File: src/hdl/bcg_pkg.sv
package bcg_pkg;

    // Field and datapath widths
    localparam int DIM_W  = 13;  // size and weight width
    localparam int PIX_W  = 12;  // coordinate width
    localparam int CH_W   = 8;   // one color channel
    localparam int COL_W  = 24;  // packed corner color
    localparam int SUM_W  = 21;  // one row blend: weight * channel, two terms
    localparam int DEN_W  = 26;  // (W-1)*(H-1)
    localparam int NUM_W  = 34;  // full bilinear numerator
    localparam int NCH    = 3;   // red, green, blue

    // Pipeline layout: weights, row blend, column blend, then one quotient bit per stage
    localparam int FRONT_STG = 3;
    localparam int DIV_STG   = CH_W;
    localparam int NSTG      = FRONT_STG + DIV_STG;

    // Configuration port
    localparam int CFG_AW = 3;
    localparam logic [CFG_AW-1:0] REG_IMAGE_WIDTH        = 3'd0;
    localparam logic [CFG_AW-1:0] REG_IMAGE_HEIGHT       = 3'd1;
    localparam logic [CFG_AW-1:0] REG_COLOR_TOP_LEFT     = 3'd2;
    localparam logic [CFG_AW-1:0] REG_COLOR_TOP_RIGHT    = 3'd3;
    localparam logic [CFG_AW-1:0] REG_COLOR_BOTTOM_LEFT  = 3'd4;
    localparam logic [CFG_AW-1:0] REG_COLOR_BOTTOM_RIGHT = 3'd5;

    typedef logic [NUM_W-1:0] num_t;
    typedef logic [CH_W-1:0]  quo_t;

endpackage

File: src/hdl/bcg_div_step.sv
module bcg_div_step
(
    input  logic              clk,
    input  logic              en,
    input  bcg_pkg::num_t     rem_in,
    input  bcg_pkg::quo_t     quo_in,
    input  bcg_pkg::num_t     dvs,      // divisor already shifted to this bit position
    output bcg_pkg::num_t     rem_reg,
    output bcg_pkg::quo_t     quo_reg
);
    import bcg_pkg::*;

    num_t rem_next;
    quo_t quo_next;
    logic ge;

    // One restoring step: trial subtract, keep on no borrow
    always_comb
    begin
        ge       = (rem_in >= dvs);
        rem_next = ge ? (rem_in - dvs) : rem_in;
        quo_next = {quo_in[CH_W-2:0], ge};
    end

    always_ff @(posedge clk)
    begin
        if (en)
        begin
            rem_reg <= rem_next;
            quo_reg <= quo_next;
        end
    end

endmodule

File: config.mk
export PLATFORM = sky130hd
export DESIGN_NAME = bcg_div_step
export DESIGN_NICKNAME = d
export VERILOG_FILES = /design/src/hdl/bcg_pkg.sv /design/src/hdl/bcg_div_step.sv
export SDC_FILE = /design/constraint.sdc
export NUM_CORES = 1
export LEC_CHECK = 0
export ABC_AREA = 1
export BUFFER_PORTS_ARGS = -buffer_cell sky130_fd_sc_hd__buf_2
export CORE_MARGIN = 2
export CORE_UTILIZATION = 40
export DETAILED_ROUTE_END_ITERATION = 10
export GPL_TIMING_DRIVEN = 0
export PLACE_DENSITY = 0.66
export RECOVER_POWER = 100
export SETUP_SLACK_MARGIN = 0.15
export SLEW_MARGIN = 20
export SYNTH_ARGS = -nofsm -noshare
export SYNTH_HDL_FRONTEND = slang
export SYNTH_SLANG_ARGS = --single-unit
export TNS_END_PERCENT = 5
File: constraint.sdc
create_clock -name clk -period 2.1 [get_ports clk]
set_clock_uncertainty 0.1 [all_clocks]
set_input_delay 0.21 -clock clk [delete_from_list [all_inputs] [get_ports clk]]
set_output_delay 0.21 -clock clk [all_outputs]
set_load 0.1 [all_outputs]
---- After elaboration in Yosys (flattened, before gate mapping) ----
Cells that the tools add are included.
storage, ports and cells
  bits in registers ....................... 42
  bits in latches ......................... 0
  RAM bits ................................ 0
  ROM bits ................................ 0
  word-level logic and storage cells ...... 5
  memories kept ........................... 0
cells by class
  add/subtract/negate cells ............... 1
  $mul .................................... 0
  divide/modulo/power cells ............... 0
  $lt $le $gt $ge ......................... 1
  equality and inequality tests ........... 0
  shift-type cells ........................ 0
  muxes and demuxes ....................... 1
  bitwise logic cells ..................... 0
  reduce and logical (&&, ||, !) cells .... 0
operators with widths
  cell                  number
  34-bit >= comparator  1
  34-bit two-way mux    1
  34-bit subtractor     1

---- Longest topological paths before layout ----
Gate-level depths: netlist (run 1).
  word-level depth ........................ 2
  mapped depth ............................ 16

---- Worst setup path after synthesis (run 1) ----
OpenSTA, ideal clock, no wires.
  kind .................................... input-to-reg
  start ................................... input port rem_in[0]
  end ..................................... register rem_reg[26] (data pin)
  arrival time ............................ 1658 ps
  required time ........................... 1747 ps
  path slack .............................. 89 ps
  stages on the path ...................... 13
  path buffers ............................ 1
  cell sequence ........................... inv_1 -> ha_1 -> inv_1 -> fa_1 -> nand3_1 -> nand3_2 -> nand2_1 -> nand3_2 -> nand2_2 -> nand2_4 -> buf_4 -> nand3_1 -> nand2_1
on the way
  longest elaborated chain between the ends .. 2
RTL lines
  what                                                              RTL line                                RTL
  start: declaration                                                bcg_div_step.sv:5                       input bcg_pkg::num_t rem_in,
  34-bit subtractor / 34-bit >= comparator (equally long branches)  bcg_div_step.sv:21, bcg_div_step.sv:20
  34-bit two-way mux *                                              bcg_div_step.sv:21                      rem_next = ge ? (rem_in - dvs) : rem_in;
  net rem_next[26]                                                  bcg_div_step.sv:13                      num_t rem_next;
  end signal: assignment                                            bcg_div_step.sv:29                      rem_reg <= rem_next;
  end: declaration                                                  bcg_div_step.sv:8                       output bcg_pkg::num_t rem_reg,
Mark *: on every way through the listed nets, which the timed path passes. The rest lies on a longest branch.
A chain may end at the register's enable or synchronous reset.

---- Final worst setup path (run 1) ----
  start ................................... input port rem_in[0]
  end ..................................... register rem_reg[23] (data pin)
Same word-level chain as after synthesis.

==> flow_metrics.py, run 1 <==
metrics = {
    "run_status": {
        "outcome": "complete, no violations",
    },
    "timing": {
        "hold_violations": 0,
        "drv_slew": 0,
        "slew-limit-headroom": 0.2162,
        "period_minus_slack_ns": 1.953,
        "final.period_utilization": 0.9298,
        "fmax_mhz": 512.1,
        "finalSetupViolations": 0,
        "timing.hold.ws_ns": 0.07894,
        "rsz0062_at_grt": "yes",
        "worst_pin_slew_ns": 1.181,
        "layout_setup_ws_ns": 0.1474,
    },
    "critical_path": {
        "cp_top_family": "simple AND/OR/NAND/NOR gates",
        "cpMostUsedCell": "nand3_2",
        "worst-path-stages": 15,
        "cp-end-kind": "register",
        "crit_buf_inv": 5,
        "critPathSlowestCell": "fa_2",
        "critPathMaxFanout": 6,
        "cp.arrival_ns": 1.93,
        "startpoint_type": "input pin",
        "crit_type": "input pin to register",
        "cp.required_ns": 2.08,
        "path_cells": "buf_6 > inv_4 > ha_4 > inv_2 > fa_2 > nand3_2 > nand3_4 > nand2_2 > nand3_2 > nand2_4 > nand2_4 > clkbuf_1 > buf_16 > nand3_2 > nand2_1",
        "slowest_delay_ns": 0.37,
    },
    "synth": {
        "syn-cell-area_sq_um": 4289,
        "yosysWarnings": 0,
        "yosysSeqAreaShare": 0.2940,
        "synth_cells": 677,
        "syn_nets": 790,
        "ys_ff_latch": 42,
        "avgSynthCellArea_sq_um": 6.335,
        "post_synth_num_cell_types": 28,
    },
    "clock_network": {
        "clockBufferDepth": 2,
        "cts_buffers": 5,
        "cts_max_level": 2,
        "cts_tree": "done",
        "path_clk_slew_ns": 0.09,
        "cts_root_buf": "clkbuf_8",
        "clock_sinks": 42,
    },
    "power": {
        "peakVddDrop_mv": 0.3605,
        "p_comb_frac": 0.540,
        "p_int_mw": 2.125,
        "powerDensity_nw_per_um2": 680.0,
        "pwr-share-seq": 0.268,
        "switching_share": 0.4791,
        "switchingPower_mw": 1.954,
        "p_leak_nw": 3.066,
        "pwr-share-clk": 0.192,
    },
    "finish": {
        "fin_util": 0.5784,
        "finish.net_count": 940,
        "syn_to_final_growth_pct": 39.85,
        "layout.cells.non_filler": 964,
        "final_layout_size_suffix_gt1_frac": 0.2500,
        "diodes": 0,
        "final_common_cell": "nand2_1",
        "fin_area_sq_um": 5998,
        "largest_reg_flops": 34,
        "final_cell_mix": "261 x nand2_1, 128 x inv_1, 74 x buf_2, 43 x clkbuf_1, 42 x edfxtp_1",
    },
    "drt": {
        "first_pass_iters": 4,
        "first_iter_violations": 238,
        "avgRoutedWirePerCell_um": 14.02,
        "routed_wl_um": 13510,
        "via_per_inst": 4.783,
        "antenna_left": 0,
        "drc": 0,
        "vias": 4611,
    },
    "die": {
        "core_sq_um": 10370,
        "io_pins": 120,
        "rows": 37,
        "die_x_um": 107.6,
        "dieArea_sq_um": 11570,
        "fp.dieH_um": 107.6,
        "initial_core_util": 0.4136,
    },
    "placement": {
        "pre_cts_ws_ns": -0.5074,
        "place_inst": 931,
        "numPortBuffers": 118,
        "postPlaceCellArea_sq_um": 5052,
        "globalplace.congestion": 0.9027,
        "dp_hpwl_um": 10550,
    },
    "grt": {
        "grt_overflow_total": 0,
        "grt_use_total": 0.2291,
        "grt_max_degree": 43,
        "grt_pass1_vias": 4236,
        "grt_first_pass_wirelength_um": 20580,
        "antenna_found_initial": 0,
    },
    "job": {
        "max_cap_viol_count": 0,
    },
    "hold_path": {
        "holdPathStages": 3,
        "hold_class": "input pin to register",
    },
}
-- through the flow --
stage | power [mW] | setup TNS (ns)
floorplan | 2.629 | 0
global placement | 3.031 | -12.58
CTS | 3.967 | 0
detailed placement | 3.041 | -12.72
finish | 4.079 | 0
global route | 4.302 | 0
-- per-layer routing --
layer	up-vias	GRT usage	routed length, um
met1	2070	0.3218	6459
met2	117	0.3666	6103
met4	0	0.06960	256
li1	2407	-	-
met3	17	0.02966	693
met5	-	0	0
-- Yosys cell counts --
master,instances,area [sq um]
a21boi_0,1,7.510
a21oi_1,30,150.1
a21oi_2,1,8.760
and2_1,2,12.51
buf_4,3,22.52
buf_6,3,33.78
edfxtp_1,42,1261
fa_1,1,20.02
ha_1,34,425.4
inv_1,130,488.0
inv_2,1,3.750
inv_4,1,6.260
nand2_1,283,1062
nand2_2,3,18.77
nand2_4,1,11.26
nand3_1,33,165.2
nand3_2,2,20.02
nand3b_1,4,30.03
nand4_1,8,50.05
nor2_1,46,172.7
nor2_2,5,31.28
nor3_1,6,30.03
nor4_1,1,6.260
o21a_1,2,15.01
o21ai_0,16,80.08
o21bai_1,1,7.510
xnor2_1,2,17.52
xor2_1,15,131.4
-- path summary, 6_finish.rpt --
| path | end | slack [ns] | from |
|---|---|---|---|
| max | rem_reg[23] | 0.15 | rem_in[0] |
| min | rem_reg[31] | 0.08 | rem_in[31] |
-- cells by family after synthesis --
kind of cell	Yosys count	synth area share
flip-flops	42	0.2940
XOR/XNOR	17	0.03472
AO/OA/AOI/OAI	51	0.06272
buffers and inverters	138	0.1292
AND/OR/NAND/NOR	394	0.3754
adder cells (fa/ha/maj)	35	0.1039
-- power groups by stage --
stage	registers, mW	logic, mW	clock network [mW]
2_1_floorplan	1.92	0.711	0
3_3_place_gp	1.11	1.92	0
3_5_place_dp	1.11	1.93	0
4_1_cts	1.09	2.07	0.807
5_1_grt	1.10	2.36	0.834
6_report	1.09	2.20	0.781
-- cell type report --
class,instances,area (sq um)
multi-input cells,497,3087
flip-flops and latches,42,1261
inverters,132,503.0
well taps,136,170.2
clock buffers,5,68.82
repair buffers,143,777.0
clock inverters,3,63.81
fillers,1060,4372
plain buffers,6,67.56
-- repair_timing --
item	in CTS	in global routing
gates resized for setup	53	78
endpoints found under the hold margin	7	0
endpoints found under the setup margin	35	35
hold buffers	7	0
pin swaps	14	14
buffers inserted	15	2
gates cloned	1	0
Power figures use the tool's default switching activity.
==> inputs of run 2 (changes only) <==
PLACE_DENSITY = default   (was 0.66)
RECOVER_POWER = default   (was 100)
clock period = 2.54 ns   (was 2.1 ns; I/O delays follow)
==> run 2 against run 1 <==
- critical path depth down 4
- flip-flop and latch count unchanged
- core utilization shrank 8.0 points
- clock power is 30% lower
- first-iteration DRC count shrank 0.84%
- final area decreased by 14%
- global-route usage is 0.30 points higher
- die area unchanged
==> flow_metrics.py, run 2 (same netlist as run 1, synthesis figures left out) <==
metrics = {
    "run_status": {
        "outcome": "complete, no violations",
    },
    "grt": {
        "grt_use_total": 0.2321,
        "grt_first_pass_wirelength_um": 20670,
        "grt_overflow_total": 0,
        "grt_pass1_vias": 4141,
        "antenna_found_initial": 0,
        "grt_max_degree": 43,
    },
    "clock_network": {
        "path_clk_slew_ns": 0.10,
        "clock_sinks": 42,
        "clockBufferDepth": 2,
        "cts_root_buf": "clkbuf_8",
        "cts_resized": 0,
        "post_cts_buffers": 0,
        "cts_max_level": 2,
        "cts_tree": "done",
        "cts_hold_buffers": 0,
        "cts_buffers": 5,
    },
    "drt": {
        "first_pass_iters": 6,
        "avgRoutedWirePerCell_um": 14.08,
        "antenna_left": 0,
        "drc": 0,
        "routed_wl_um": 13230,
        "first_iter_violations": 236,
        "via_per_inst": 4.743,
        "vias": 4454,
    },
    "die": {
        "dieArea_sq_um": 11570,
        "fp.dieH_um": 107.6,
        "initial_core_util": 0.4136,
        "die_x_um": 107.6,
        "rows": 37,
        "core_sq_um": 10370,
        "io_pins": 120,
    },
    "critical_path": {
        "crit_type": "input pin to register",
        "startpoint_type": "input pin",
        "cp.required_ns": 2.51,
        "critPathMaxFanout": 10,
        "cp-end-kind": "register",
        "slowest_delay_ns": 0.38,
        "cp.arrival_ns": 2.29,
        "critPathSlowestCell": "ha_1",
        "path_cells": "buf_2 > ha_1 > a21oi_1 > o21ai_0 > a21oi_2 > nand3_2 > nand2_2 > nand2_4 > buf_4 > nand3_1 > nand2_1",
    },
    "placement": {
        "place_inst": 931,
        "numPortBuffers": 118,
        "pre_cts_ws_ns": -0.1906,
        "globalplace.congestion": 0.8926,
        "dp_hpwl_um": 11110,
        "postPlaceCellArea_sq_um": 5050,
    },
    "finish": {
        "diodes": 0,
        "fin_area_sq_um": 5172,
        "finish.net_count": 915,
        "final_common_cell": "nand2_1",
        "largest_reg_flops": 34,
        "fillCellCount": 1122,
        "final_cell_mix": "283 x nand2_1, 130 x inv_1, 118 x buf_2, 46 x nor2_1, 42 x edfxtp_1",
        "syn_to_final_growth_pct": 20.60,
        "layout.cells.non_filler": 939,
        "final_layout_size_suffix_gt1_frac": 0.1868,
    },
    "hold_path": {
        "holdPathStages": 1,
        "hold_class": "input pin to register",
    },
    "timing": {
        "finalSetupViolations": 0,
        "hold_violations": 0,
        "drv_slew": 0,
        "layout_setup_ws_ns": 0.2224,
        "rsz0062_at_grt": "yes",
        "fmax_mhz": 431.5,
        "final.period_utilization": 0.9124,
        "worst_pin_slew_ns": 1.005,
        "period_minus_slack_ns": 2.318,
        "slew-limit-headroom": 0.3301,
    },
    "power": {
        "power_mw": 3.059,
        "p_leak_nw": 2.988,
        "powerDensity_nw_per_um2": 591.5,
        "peakVddDrop_mv": 0.3193,
    },
    "job": {
        "max_cap_viol_count": 0,
    },
}
[run 2: cell types whose count changed in the layout (fill, tap and decap cells not counted), sizes merged]
cell | before | now
buf | 98 | 124
clkinv | 1 | 2
dlygate4sd3 | 7 | 0
clkbuf | 49 | 5
bufinv | 2 | 1
[run 2: area by class of cell]
class / instances / area, sq um / area share
multi-input cells: 497 / 2487 / 0.4809
inverters: 132 / 498.0 / 0.09627
flip-flops and latches: 42 / 1261 / 0.2438
repair buffers: 118 / 590.6 / 0.1142
clock buffers: 5 / 68.82 / 0.01330
plain buffers: 6 / 56.30 / 0.01089
well taps: 136 / 170.2 / 0.03290
clock inverters: 3 / 40.04 / 0.007741
[run 2: metal layers]
metal  up-vias  share of wire  GRT usage
met2       128           0.44     0.3765
li1       2348              -          -
met3        10          0.064    0.04056
met1      1968           0.48     0.3249
met4         0         0.0098    0.04579
met5         -              0          0
[run 2: stage by stage]
| stage | hold WS (ns) | TNS [ns] | utilization |
|---|---|---|---|
| 3_5_place_dp | 0.3321 | -2.544 | 0.4870 |
| 5_1_grt | 0.009317 | 0 | 0.4988 |
| 2_1_floorplan | 0.2529 | 0 | - |
| 3_3_place_gp | 0.3310 | -2.730 | 0.4870 |
| 4_1_cts | 0.01407 | 0 | 0.4975 |
| 6_report | 0.02453 | 0 | 0.4988 |
[run 2: worst paths after layout]
check                   from     endpoint
setup / recovery  rem_in[25]  rem_reg[26]
hold / removal     quo_in[0]   quo_reg[1]
[run 2: report_power, final]
| part | leakage [nW] | internal [mW] | switching [mW] |
|---|---|---|---|
| Clock | 0.0579 | 0.290 | 0.254 |
| Sequential | 0.410 | 0.882 | 0.0189 |
| Combinational | 2.52 | 0.363 | 1.25 |
[run 2: worst max-delay path: cells and delay by family]
family | cells | cell delay (ns)
AOI/OAI and AO/OA | 3 | 0.75
adders and majority gates | 1 | 0.38
buffers and inverters | 2 | 0.35
and+or+nand+nor | 5 | 0.55
